`src/rac_pkg.sv`:
```
// ----------------------------------------------------------------------------
// rac_pkg
// shared types and constants for the riff audio chunk locator
// ----------------------------------------------------------------------------
package rac_pkg;

  localparam logic [31:0] RIFF_ID  = 32'h4646_4952;
  localparam logic [31:0] WAVE_ID  = 32'h4556_4157;
  localparam logic [31:0] FMT_ID   = 32'h2074_6D66;
  localparam logic [31:0] DATA_ID  = 32'h6174_6164;
  localparam logic [15:0] COMP_MP3 = 16'h0055;
  localparam logic [31:0] RIFF_HDR = 32'd8;

  localparam logic [2:0] KIND_NONE = 3'd0;
  localparam logic [2:0] KIND_MP3  = 3'd1;
  localparam logic [2:0] KIND_WAV  = 3'd2;
  localparam logic [2:0] KIND_RIFF = 3'd3;
  localparam logic [2:0] KIND_BAD  = 3'd4;

  typedef struct packed {
    logic [7:0]  data_byte;
    logic        first_byte;
    logic        last_byte;
    logic [30:0] asset_size;
  } in_item_t;

  typedef struct packed {
    logic [2:0]  payload_kind;
    logic [31:0] payload_offset;
    logic [31:0] payload_length;
  } res_item_t;

  // handshake between the byte stage and the parser
  typedef struct packed {
    logic consume;
  } stage_ctl_t;

endpackage

```
`src/rac_in_reg.sv`:
```
// ----------------------------------------------------------------------------
// rac_in_reg
// input register stage holding one byte transaction for the parser
// ----------------------------------------------------------------------------
module rac_in_reg (
  input  logic              clk,
  input  logic              rst,
  input  logic              valid,
  output logic              ready,
  input  rac_pkg::in_item_t item,
  output rac_pkg::in_item_t stage_item,
  input  logic              consume,
  output logic              stage_valid
);
  import rac_pkg::*;

  logic held;
  logic held_next;
  in_item_t buf_item;

  assign ready       = !held || consume;
  assign held_next   = (valid && ready) || (held && !consume);
  assign stage_valid = held;
  assign stage_item  = buf_item;

  always_ff @(posedge clk) begin
    if (rst) begin
      held <= 1'b0;
    end else begin
      held <= held_next;
    end
  end

  always_ff @(posedge clk) begin
    if (valid && ready) begin
      buf_item <= item;
    end
  end

endmodule

```
`src/rac_parser.sv`:
```
// ----------------------------------------------------------------------------
// rac_parser
// header walk state and one-byte next-state logic with result decision
// ----------------------------------------------------------------------------
module rac_parser (
  input  logic               clk,
  input  logic               rst,
  input  rac_pkg::in_item_t  item,
  input  logic               item_valid,
  input  logic               out_free,
  output rac_pkg::stage_ctl_t ctl,
  output logic               res_load,
  output rac_pkg::res_item_t res
);
  import rac_pkg::*;

  localparam logic [3:0] PH_IDLE      = 4'd0;
  localparam logic [3:0] PH_TAG       = 4'd1;
  localparam logic [3:0] PH_RIFFLEN   = 4'd2;
  localparam logic [3:0] PH_FORM      = 4'd3;
  localparam logic [3:0] PH_FMT_TAG   = 4'd4;
  localparam logic [3:0] PH_FMT_LEN   = 4'd5;
  localparam logic [3:0] PH_FMT_SKIP  = 4'd6;
  localparam logic [3:0] PH_COMP      = 4'd7;
  localparam logic [3:0] PH_DATA_TAG  = 4'd8;
  localparam logic [3:0] PH_DATA_LEN  = 4'd9;
  localparam logic [3:0] PH_DATA_SKIP = 4'd10;
  localparam logic [3:0] PH_DONE      = 4'd11;

  logic [3:0]  phase, phase_next;
  logic [1:0]  fcnt, fcnt_next;
  logic [31:0] pos, pos_next;
  logic [31:0] riff_end, riff_end_next;
  logic [31:0] shift, shift_next;
  logic [31:0] tag, tag_next;
  logic [31:0] skip, skip_next;
  logic [30:0] size, size_next;
  logic        decided, decided_next;

  logic        emit;
  logic        done;
  logic [31:0] word;
  logic [31:0] target;
  logic [31:0] rest;
  res_item_t   res_next;
  logic        go;

  always_comb begin
    phase_next    = phase;
    fcnt_next     = fcnt;
    pos_next      = pos;
    riff_end_next = riff_end;
    shift_next    = shift;
    tag_next      = tag;
    skip_next     = skip;
    size_next     = size;
    decided_next  = decided;
    emit          = 1'b0;
    done          = 1'b0;
    word          = '0;
    target        = '0;
    rest          = '0;
    res_next      = '{payload_kind: KIND_NONE, payload_offset: '0, payload_length: '0};

    if (item.first_byte) begin
      phase_next    = PH_TAG;
      fcnt_next     = '0;
      pos_next      = '0;
      riff_end_next = '0;
      shift_next    = '0;
      tag_next      = '0;
      skip_next     = '0;
      size_next     = item.asset_size;
      decided_next  = 1'b0;
    end

    if (!decided_next) begin
      // skip phases just count down; other phases shift in a byte
      if (phase_next == PH_FMT_SKIP || phase_next == PH_DATA_SKIP) begin
        if (skip_next <= 32'd1) begin
          skip_next  = '0;
          phase_next = (phase_next == PH_FMT_SKIP) ? PH_FMT_TAG : PH_DATA_TAG;
        end else begin
          skip_next = skip_next - 32'd1;
        end
      end else begin
        shift_next = {item.data_byte, shift_next[31:8]};
        if ((phase_next == PH_COMP) ? (fcnt_next >= 2'd1) : (fcnt_next == 2'd3)) begin
          fcnt_next = '0;
          word      = shift_next;
          done      = 1'b1;
        end else begin
          fcnt_next = fcnt_next + 2'd1;
        end
      end

      pos_next = pos_next + 32'd1;

      if (done) begin
        unique case (phase_next)
          PH_TAG: begin
            if (word == RIFF_ID) begin
              phase_next = PH_RIFFLEN;
            end else begin
              emit     = 1'b1;
              res_next = '{KIND_MP3, 32'd0, {1'b0, size_next}};
            end
          end
          PH_RIFFLEN: begin
            riff_end_next = word + RIFF_HDR;
            phase_next    = PH_FORM;
          end
          PH_FORM: begin
            if (word != WAVE_ID) begin
              emit     = 1'b1;
              res_next = '{KIND_BAD, 32'd0, 32'd0};
            end else if (pos_next >= riff_end_next) begin
              emit     = 1'b1;
              res_next = '{KIND_WAV, 32'd0, {1'b0, size_next}};
            end else begin
              phase_next = PH_FMT_TAG;
            end
          end
          PH_FMT_TAG, PH_DATA_TAG: begin
            tag_next   = word;
            phase_next = (phase_next == PH_FMT_TAG) ? PH_FMT_LEN : PH_DATA_LEN;
          end
          PH_FMT_LEN: begin
            if (tag_next == FMT_ID) begin
              skip_next  = word;
              phase_next = PH_COMP;
            end else begin
              target = pos_next + word;
              if (target >= riff_end_next) begin
                emit     = 1'b1;
                res_next = '{KIND_WAV, 32'd0, {1'b0, size_next}};
              end else begin
                skip_next  = word;
                phase_next = (word == 32'd0) ? PH_FMT_TAG : PH_FMT_SKIP;
              end
            end
          end
          PH_COMP: begin
            if (word[31:16] != COMP_MP3) begin
              emit     = 1'b1;
              res_next = '{KIND_WAV, 32'd0, {1'b0, size_next}};
            end else begin
              // rest of the fmt body after the compression word
              rest   = (skip_next >= 32'd2) ? (skip_next - 32'd2) : 32'd0;
              target = pos_next + rest;
              if (target >= riff_end_next) begin
                emit     = 1'b1;
                res_next = '{KIND_NONE, 32'd0, 32'd0};
              end else begin
                skip_next  = rest;
                phase_next = (rest == 32'd0) ? PH_DATA_TAG : PH_DATA_SKIP;
              end
            end
          end
          PH_DATA_LEN: begin
            if (tag_next == DATA_ID) begin
              emit     = 1'b1;
              res_next = '{KIND_RIFF, pos_next, word};
            end else begin
              target = pos_next + word;
              if (target >= riff_end_next) begin
                emit     = 1'b1;
                res_next = '{KIND_NONE, 32'd0, 32'd0};
              end else begin
                skip_next  = word;
                phase_next = (word == 32'd0) ? PH_DATA_TAG : PH_DATA_SKIP;
              end
            end
          end
          default: begin
          end
        endcase
      end

      // asset ends before a decision
      if (!emit && item.last_byte) begin
        emit = 1'b1;
        unique case (phase_next)
          PH_TAG:                    res_next = '{KIND_MP3, 32'd0, {1'b0, size_next}};
          PH_RIFFLEN, PH_FORM:       res_next = '{KIND_BAD, 32'd0, 32'd0};
          PH_FMT_TAG, PH_FMT_LEN,
          PH_FMT_SKIP, PH_COMP:      res_next = '{KIND_WAV, 32'd0, {1'b0, size_next}};
          default:                   res_next = '{KIND_NONE, 32'd0, 32'd0};
        endcase
      end

      if (emit) begin
        decided_next = 1'b1;
        phase_next   = PH_DONE;
      end
    end
  end

  assign go          = item_valid && (!emit || out_free);
  assign ctl.consume = go;
  assign res_load    = go && emit;
  assign res         = res_next;

  always_ff @(posedge clk) begin
    if (rst) begin
      phase    <= PH_IDLE;
      fcnt     <= '0;
      pos      <= '0;
      riff_end <= '0;
      shift    <= '0;
      tag      <= '0;
      skip     <= '0;
      size     <= '0;
      decided  <= 1'b1;
    end else if (go) begin
      phase    <= phase_next;
      fcnt     <= fcnt_next;
      pos      <= pos_next;
      riff_end <= riff_end_next;
      shift    <= shift_next;
      tag      <= tag_next;
      skip     <= skip_next;
      size     <= size_next;
      decided  <= decided_next;
    end
  end

endmodule

```
`src/rac_out_reg.sv`:
```
// ----------------------------------------------------------------------------
// rac_out_reg
// result register holding one result transaction for the consumer
// ----------------------------------------------------------------------------
module rac_out_reg (
  input  logic               clk,
  input  logic               rst,
  input  logic               load,
  input  rac_pkg::res_item_t load_item,
  output logic               free,
  output logic               valid,
  input  logic               ready,
  output rac_pkg::res_item_t item
);
  import rac_pkg::*;

  logic      full;
  logic      full_next;
  res_item_t buf_item;

  assign free      = !full || ready;
  assign full_next = load || (full && !ready);
  assign valid     = full;
  assign item      = buf_item;

  always_ff @(posedge clk) begin
    if (rst) begin
      full <= 1'b0;
    end else begin
      full <= full_next;
    end
  end

  always_ff @(posedge clk) begin
    if (load) begin
      buf_item <= load_item;
    end
  end

endmodule

```
`src/riff_audio_chunk_locator.sv`:
```
// a result is loaded into the output register as the parser consumes the byte that decides it
// one byte per cycle, save for the stall below; the header walk update is combinational
// a pending result stalls only bytes that would make another result
// reset: synchronous rst clears both stage valids and returns the parser to idle
// ----------------------------------------------------------------------------
// riff_audio_chunk_locator
// locates the audio payload of a riff/wave or raw mp3 asset from its byte stream
// ----------------------------------------------------------------------------
module riff_audio_chunk_locator (
  input  logic               clk,
  input  logic               rst,
  input  logic               src_valid,
  output logic               src_ready,
  input  rac_pkg::in_item_t  src_item,
  output logic               res_valid,
  input  logic               res_ready,
  output rac_pkg::res_item_t res_item
);
  import rac_pkg::*;

  in_item_t   stage_item;
  logic       stage_valid;
  stage_ctl_t ctl;
  logic       out_free;
  logic       res_load;
  res_item_t  res_next;

  rac_in_reg u_in_reg (
    .clk         (clk),
    .rst         (rst),
    .valid       (src_valid),
    .ready       (src_ready),
    .item        (src_item),
    .stage_item  (stage_item),
    .consume     (ctl.consume),
    .stage_valid (stage_valid)
  );

  rac_parser u_parser (
    .clk        (clk),
    .rst        (rst),
    .item       (stage_item),
    .item_valid (stage_valid),
    .out_free   (out_free),
    .ctl        (ctl),
    .res_load   (res_load),
    .res        (res_next)
  );

  rac_out_reg u_out_reg (
    .clk       (clk),
    .rst       (rst),
    .load      (res_load),
    .load_item (res_next),
    .free      (out_free),
    .valid     (res_valid),
    .ready     (res_ready),
    .item      (res_item)
  );

endmodule
```
`config.mk`:
```
export PLATFORM = sky130hd
export DESIGN_NAME = riff_audio_chunk_locator
export DESIGN_NICKNAME = d
export VERILOG_FILES = /design/src/rac_pkg.sv /design/src/rac_in_reg.sv /design/src/rac_parser.sv /design/src/rac_out_reg.sv /design/src/riff_audio_chunk_locator.sv
export SDC_FILE = /design/constraint.sdc
export NUM_CORES = 1
export LEC_CHECK = 0
export ABC_AREA = 1
export BUFFER_PORTS_ARGS = -buffer_cell sky130_fd_sc_hd__buf_4
export CAP_MARGIN = 15
export CORE_MARGIN = 3
export CORE_UTILIZATION = 50
export CTS_CLUSTER_DIAMETER = 50
export CTS_CLUSTER_SIZE = 12
export DETAILED_ROUTE_END_ITERATION = 10
export GPL_TIMING_DRIVEN = 0
export HOLD_SLACK_MARGIN = 0.03
export PLACE_DENSITY_LB_ADDON = 0.08
export SLEW_MARGIN = 5
export SYNTH_ARGS = -nofsm -noshare
export SYNTH_HDL_FRONTEND = slang
export SYNTH_SLANG_ARGS = --single-unit
export TNS_END_PERCENT = 5
```
`constraint.sdc`:
```
create_clock -name clk -period 21.5 [get_ports clk]
set_input_delay 2.15 -clock clk [delete_from_list [all_inputs] [get_ports clk]]
set_output_delay 2.15 -clock clk [all_outputs]
set_load 0.01 [all_outputs]
```
== Word level (Yosys, flattened, before mapping) ==
Cells that the tools add are included.
Word-level totals
  bits in registers: 308
  output and inout bits: 69
  logic and storage cells: 167
Cells by class
  $add $sub $neg: 7
  order comparisons: 6
  equality and inequality tests: 24
  multiplexer cells: 89
  reduce and logical (&&, ||, !) cells: 23
Operator list (number)
  2-to-1 mux 32 bit: 28
  case mux 67 bit (5 select lines): 1
  2-to-1 mux 67 bit: 4
  2-to-1 mux 66 bit: 4
  case mux 67 bit (3 select lines): 1
  greater-or-equal comparator 32 bit: 3
  case mux 32 bit (3 select lines): 1
  2-to-1 mux 4 bit: 19
  2-to-1 mux 65 bit: 1
  adder 32 bit: 2
  equality test 32 x 31 -> 1 bit (second input constant): 2
  logical NOT 32 bit: 2
  equality test 4 x 3 -> 1 bit (second input constant): 9
  adder 32 x 1 -> 32 bit (second input constant): 1
  adder 32 x 4 -> 32 bit (second input constant): 1
  equality test 32 x 30 -> 1 bit (second input constant): 1
  greater-or-equal comparator 32 x 2 -> 1 bit (second input constant): 1
  less-or-equal comparator 32 x 1 -> 1 bit (second input constant): 1
  != test 32 x 31 -> 1 bit (second input constant): 1
  subtractor 32 x 1 -> 32 bit (second input constant): 1
  subtractor 32 x 2 -> 32 bit (second input constant): 1
  2-to-1 mux 31 bit: 1
  case mux 4 bit (7 select lines): 1
  2-to-1 mux 1 bit: 20
  other kinds (14): 42

== Depth between registers and ports, before layout ==
Gate-level depths: netlist of the first run.
  depth after elaboration: 25
  depth in mapped cells: 55

== Modules after synthesis ==
Synthesis of the first run repeated with hierarchy kept, for this count alone.
Second synthesis, totals
  cells, all modules: 3860
  area, all modules: 24975.2 um^2
By module, submodules not included
  rac_parser: instances 1, cells each 3741, area each 21642.0 um^2, sequential area each 3803.6 um^2
  rac_out_reg: instances 1, cells each 72, area each 2054.5 um^2, sequential area each 2031.9 um^2
  rac_in_reg: instances 1, cells each 47, area each 1278.7 um^2, sequential area each 1251.2 um^2

== Worst setup path before layout of the first run ==
No wires, ideal clock.
  path type: register -> output
  start: register u_in_reg.buf_item (netlist bit u_in_reg.stage_item[32])
  end: output port src_ready
  data arrival time: 7.079 ns
  required time: 19.350 ns
  setup slack: 12.271 ns
  cell stages (with the launch flop): 47
  buffers on the path: 7
  cells stage by stage: edfxtp_1 inv_4 buf_6 buf_4 buf_4 buf_4 clkbuf_1 nand2_1 ha_1 nand2_1 nand3_2 buf_6 buf_4 nor2_1 ha_1 inv_1 fa_1 o21ai_0 (+11 left out) o21ai_0 xor2_1 ha_1 nand2_1 nor2_1 nand2_1 nor4_1 nand4_1 nand3_1 inv_1 nand2_1 nand2_1 inv_1 nor2_1 nand3_2 nand2_2 nand2_2 nand3_1
On the way
  cells in the longest elaborated chain, start to end: 23
  elaborated cells between the ends (all ways): 69
  those cells by class: add/sub: 5; order compare: 6; eq/ne: 14; mux: 37; reduce/logical: 7
RTL lines
  start: declaration: line rac_in_reg.sv:19  | in_item_t buf_item;
  start signal: assignment: line rac_in_reg.sv:36  | buf_item <= item;
  2-to-1 mux 32 bit / 2-to-1 mux 4 bit (equally long branches): line rac_parser.sv:65  | if (item.first_byte) begin
  subtractor 32 x 1 -> 32 bit (tied with other cells): line rac_parser.sv:84  | skip_next = skip_next - 32'd1;
  2-to-1 mux 32 bit / logical OR 1 bit (equally long branches): line rac_parser.sv:80, rac_parser.sv:79
  2-to-1 mux 32 bit: line rac_parser.sv:79  | if (phase_next == PH_FMT_SKIP || phase_next == PH_DATA_SKIP) begin
  2-to-1 mux 32 bit: line rac_parser.sv:77  | if (!decided_next) begin
  subtractor 32 x 2 -> 32 bit / greater-or-equal comparator 32 x 2 -> 1 bit (equally long branches): line rac_parser.sv:149  | rest = (skip_next >= 32'd2) ? (skip_next - 32'd2) : 32'd0;
  2-to-1 mux 32 bit: line rac_parser.sv:149
  adder 32 bit: line rac_parser.sv:150  | target = pos_next + rest;
  (+7 left out)
  logical AND 1 bit: line rac_parser.sv:181  | if (!emit && item.last_byte) begin
  2-to-1 mux 1 bit: line rac_parser.sv:181
  2-to-1 mux 1 bit: line rac_parser.sv:77
  2-to-1 mux 1 bit *: line rac_parser.sv:77
  logical NOT 1 bit *: line rac_parser.sv:199  | assign go = item_valid && (!emit || out_free);
  logical OR 1 bit *: line rac_parser.sv:199
  logical AND 1 bit *: line rac_parser.sv:199
  logical OR 1 bit *: line rac_in_reg.sv:21  | assign ready = !held || consume;
  end: declaration: line riff_audio_chunk_locator.sv:13  | output logic src_ready,
Every way passes the cells marked *; elsewhere a longest branch is shown, timed or not. The select of a mux whose other input is x is not followed.

== Final worst setup path of the first run ==
Same ends and word-level chain as after synthesis.

==> key figures, run 1 <==
Finish
  • Final instance area: 27,800 um^2
  • Area grow syn2layout: 12.5%
  • Final core occ: 0.576
  • Share of layout cells above drive strength 1: 0.0837
  • Finished Layout Cells: about 4,700
  • Nets: roughly 4,200

Global routing
  • Vias in the first global route: 25,000
  • Initial antenna violation count: 6
  • Gr usage total: 0.406
  • Largest net degree at the start of global routing: between 50 and 60
  • Gr ovfl total: 0
  • First-pass GRT wire length: roughly 160,000 um

Logic synthesis
  • Post-Syn Nets: about 4,000
  • Post-synth top area share: 0.156
  • EDFF count, synth: 108
  • Top area cells in the synthesized netlist: dfxtp_1 16%, edfxtp_1 13%, nand2_1 13%, ha_1 8.2%, inv_1 7.7%
  • Async set or reset register ratio after synthesis: 0
  • YS warnings: 0
  • Synthesized area: 24,700 um^2
  • Post-synth top flop: dfxtp_1
  • Cells after Synth: ~3,800
  • Yosys top cell by area: dfxtp_1
  • Post-synth top cells: 864 x nand2_1, 505 x inv_1, 461 x nor2_1, 361 x o21ai_0, 305 x a21oi_1
  • Syn Area/Cell: between 6 and 7 um^2
  • Seq cells post-synth: 300
  • Register area share after synthesis: 0.287
  • Count of different cell masters after synthesis: 63
  • Most common cell in the netlist: nand2_1

Route
  • Vias per inst: between 6 and 7
  • First-pass DRT Iterations: 6
  • Total wire length: ~110,000 um
  • Detail Route Antenna Nets: 0
  • Residual DRC: 0
  • Wire per inst: 23.7 um
  • Vias: 28,100
  • Number of DRC markers in iteration 0: about 4,200

Setup path
  • Crit-path slowest cell: clkbuf_1
  • Max FO, Critical Path: 10
  • Worst Setup Path Type: reg -> out
  • Worst path most repeated cell: nand2_1
  • Endpoint kind of the worst setup timing path: primary output
  • WP data required: 19.35 ns
  • CP peak stage delay: 0.84 ns
  • CP Data Arrival Time: roughly 11 ns
  • Critical Path Start Type: register

Place
  • Placed cells: 4,594
  • Post-DP Area: 26,400 um^2
  • # port buffers: roughly 110
  • Post-DP HPWL: about 88,000 um
  • Placer Congestion: around 1.1

Floorplan
  • Starting Density: 0.512
  • I/O Pins: 114
  • Core area: between 40,000 and 50,000 um^2
  • Die X: 228 um
  • Die height: between 200 and 250 um
  • Die ar.: roughly 52,000 um^2
  • FP Rows: 80

Worst hold path
  • Hold crit path type: reg -> reg

Timing
  • Crit share post-route: 0.633
  • Period minus WS final: around 14 ns
  • Clk_skew: 0.0216 ns
  • Final Hold Viols: 0
  • RSZ-0062 raised after global routing: false
  • Count of pins over their slew limit: 0
  • Setup violators final: 0
  • Slew @ Worst Pin: around 1.2 ns
  • Total negative slack: 0 ns
  • Slew HR: 0.210
  • F_max: between 70 and 80 MHz

Clock tree
  • Clk root buf: clkbuf_16
  • Hold-fix buffers at CTS: 0
  • Setup repair bufs after CTS: 0
  • Total CTS buffers: 41
  • Max Buffers Root-to-Sink: 3
  • CTS tree: done
  • Clk Latency, worst-skew pair: ~0.60 ns
  • Clock-pin slew on the worst setup and hold paths: 0.06 ns
  • H-tree lvl count: 2
  • Post-cts resize count: 0
  • Sink Count: 300

Job
  • Max_cap viols: 0

Status
  • Outcome: finished clean

Pwr
  • Power, Total: around 1800 uW
  • PwrDens: about 66 nW/um^2
  • Max VDD drop: about 88 uV
  • Lkg Pwr: roughly 0.013 uW
[sequential cells by signal, summed over array words and instances (netlist names)]
register              count
u_parser.fcnt             2
u_parser.pos             32
u_parser.size            31
u_in_reg.stage_valid      1
u_in_reg.stage_item      41
u_parser.skip            32
u_parser.decided          1
u_out_reg.item           67
u_parser.shift           24
u_parser.riff_end        32
u_out_reg.valid           1
u_parser.phase            4
u_parser.tag             32
[power by group]
group / switching [uW] / internal [uW] / total [uW] / leakage (uW)
clock network: 294 / 396 / 690 / 0.000666
registers: 14.1 / 612 / 626 / 0.00269
logic: 374 / 155 / 529 / 0.00978
total: 682 / 1160 / 1840 / 0.0131
[area by class of cell]
cell class              count  area, um^2
repair buffers            114         888
well taps                 656         821
fillers                  4992       20500
multi-input cells        2857       15000
clock inverters            21         229
flip-flops and latches    300        7090
clock buffers              54        1140
plain buffers             145         693
diodes                      2        5.00
inverters                 522        1960
[kinds of logic after synthesis]
family	synth area share
buf+inv	0.107
fa+ha+maj	0.0836
xor+xnor	0.0330
simple gates	0.303
flops	0.287
compound gates	0.186
[metrics by stage]
stage                     hold WS (ns)  setup slack, ns
after floorplan                  0.424            12.27
final                            0.447             7.89
after CTS                        0.448             8.25
after global routing             0.465             7.53
after global placement           0.434             7.94
after detailed placement         0.439             8.89
[metal layers]
metal | track usage | vias up | share of wire
li1 | - | 13000 | -
met1 | 0.547 | 12900 | 0.40
met2 | 0.604 | 1776 | 0.42
met3 | 0.111 | 359 | 0.12
met4 | 0.193 | 8 | 0.057
met5 | 0 | - | 0.00038
[worst max-delay path: cells and delay by family (launching register included)]
| kind | cells | cell delay [ns] |
|---|---|---|
| compound gates | 6 | 1.25 |
| flops | 1 | 0.41 |
| buf+inv | 11 | 4.91 |
| simple gates | 16 | 2.63 |
| fa+ha+maj | 2 | 0.72 |
| xor+xnor | 2 | 0.93 |
[path summary, 6_finish.rpt]
check                          startpoint                 end  slack [ns]  cells past startpoint
hold / removal           u_parser.size[7]    u_parser.size[7]        0.45                      2
hold reg to reg          u_parser.size[7]    u_parser.size[7]        0.45                      2
setup reg to reg  u_in_reg.stage_item[32]  u_out_reg.item[48]        9.24                     41
setup / recovery  u_in_reg.stage_item[32]           src_ready        7.89                     37
[cells in the final DEF (no fill, tap or decap), types with 22 or more instances in the layout]
cell / n
buf_2: 35
dfxtp_1: 192
nor2_1: 461
clkbuf_16: 43
nand2_1: 864
nand3_1: 209
nor4_1: 22
nor3_1: 54
inv_1: 503
a21oi_1: 305
o21ai_1: 32
ha_1: 162
buf_4: 122
o21ai_0: 360
xor2_1: 74
nand2_2: 33
nand4_1: 58
clkbuf_1: 95
edfxtp_1: 108
Power figures use the tool's default switching activity.
==> run 2: changes to the inputs <==
clock period = 12.6 ns   (was 21.5 ns; I/O delays follow)
==> run 2 against run 1 <==
Net effect:
- sequential cell count stayed put
- power is 71% higher
- largest power group unchanged
- register-to-register slack got worse by 8.4 ns
- largest cell class unchanged
==> key figures, run 2 (synthesis gave the netlist of run 1 again) <==
Timing
  • Count of pins over their slew limit: 0
  • Slew HR: 0.201
  • F_max: between 80 and 90 MHz
  • RSZ-0062 raised after global routing: false
  • Period minus WS final: 12.13 ns
  • Final hold slack: between 0.4 and 0.5 ns
  • Final Hold Viols: 0
  • Setup ws final: roughly 0.47 ns
  • Total negative slack: 0 ns
  • Setup violators final: 0
  • Crit share post-route: 0.963
  • Slew @ Worst Pin: 1.19 ns
  • Clk_skew: 0.0208 ns

Clock tree
  • Clk Latency, worst-skew pair: around 0.59 ns
  • Sink Count: 300
  • Hold-fix buffers at CTS: 0
  • Max Buffers Root-to-Sink: 3
  • CTS tree: done
  • Clk root buf: clkbuf_16
  • H-tree lvl count: 2
  • Total CTS buffers: slightly above 40
  • Clock-pin slew on the worst setup and hold paths: 0.06 ns

Setup path
  • Worst r2r src: u_in_reg.stage_item[32]
  • CP Data Arrival Time: ~11 ns
  • Worst path most repeated cell: nand2_1
  • WP data required: roughly 11 ns
  • CP peak stage delay: slightly above 0.7 ns
  • Crit-path slowest cell: buf_1
  • Critical Path Start Type: register
  • CP startpoint: u_in_reg.stage_item[32]
  • Worst Setup Path Type: reg -> out
  • Endpoint kind of the worst setup timing path: primary output
  • Max FO, Critical Path: 10

Finish
  • Most frequent cells in the layout: 864 x nand2_1, 503 x inv_1, 461 x nor2_1
  • Area grow syn2layout: 12.5%
  • Share of layout cells above drive strength 1: 0.0842
  • Most common cell after layout, fill and taps aside: nand2_1
  • Final core occ: 0.576
  • Nets: roughly 4,200
  • Max FFs per register: 67

Global routing
  • Gr ovfl total: 0
  • Gr usage total: 0.406
  • First-pass GRT wire length: around 160,000 um
  • Initial antenna violation count: 6
  • Vias in the first global route: roughly 25,000
  • Largest net degree at the start of global routing: 57

Route
  • Detail Route Antenna Nets: 0
  • First-pass DRT Iterations: 8
  • Residual DRC: 0
  • Post-Route M1 WL: 44,400 um
  • Wire per inst: 23.7 um
  • Detail Route met2 WL: approximately 46,000 um
  • Routed wl met3: 13,700 um
  • DR top layer: met5
  • Number of DRC markers in iteration 0: just under 4,000
  • Vias: approximately 28,000
  • Total wire length: 111,000 um
  • Vias per inst: 6.01

Place
  • Post-DP HPWL: 88,300 um
  • # port buffers: approximately 110
  • Place WS: approximately 0.85 ns
  • Placer Congestion: approximately 1.1

Worst hold path
  • Hold_sp: u_parser.size[7]
  • Hold crit path type: reg -> reg

Floorplan
  • Die X: approximately 230 um
  • Starting Density: 0.512
  • Core area: around 48,000 um^2
  • FP Rows: 80
  • Die height: 228 um
  • I/O Pins: 114
  • Die ar.: 52,100 um^2

Pwr
  • PwrDens: roughly 110 nW/um^2
  • Lkg Pwr: ~0.013 uW
  • Power, Total: 3150 uW
  • Max VDD drop: about 150 uV

Job
  • Max_cap viols: 0

Status
  • Outcome: finished clean
## run 2: repair_timing
item	4_1_cts	5_1_grt
resized for setup	0	4
buffers inserted	0	0
setup endpoints to repair	0	24
## run 2: critical path, delay by kind of cell (launching register included)
kind,cells,cell delay [ns]
flops,1,0.40
xor+xnor,2,0.63
simple gates,15,2.54
compound gates,5,1.42
buf+inv,12,4.60
fa+ha+maj,2,0.69
## run 2: cell type report
| type | count | area (um^2) |
|---|---|---|
| fillers | 4993 | 20400 |
| multi-input cells | 2857 | 15000 |
| flip-flops and latches | 300 | 7090 |
| inverters | 522 | 1960 |
| clock buffers | 54 | 1140 |
| repair buffers | 114 | 888 |
| well taps | 656 | 821 |
| plain buffers | 144 | 691 |
| clock inverters | 21 | 229 |
| diodes | 2 | 5.00 |
## run 2: where the power goes
part	internal, uW	switching, uW
registers	1040	24.1
clock network	675	501
logic	264	638
total	1980	1160
## run 2: final timing paths
path / cells past startpoint / to / slack [ns]
hold reg to reg: 2 / u_parser.size[7] / 0.45
setup reg to reg: 41 / u_out_reg.item[48] / 0.88
setup / recovery: 36 / src_ready / 0.47
hold / removal: 2 / u_parser.size[7] / 0.45
## run 2: per-layer routing
metal | up-vias | track usage
met2 | 1774 | 0.604
li1 | 13000 | -
met3 | 365 | 0.111
met1 | 12900 | 0.547
met5 | - | 0
met4 | 8 | 0.193
## run 2: metrics by stage
| stage | std cells | area [um^2] |
|---|---|---|
| floorplan | 3824 | 24700 |
| global placement | 4592 | 26400 |
| detailed placement | 4594 | 26400 |
| CTS | 4669 | 27800 |
| global route | 4668 | 27800 |
| finish | 4670 | 27800 |
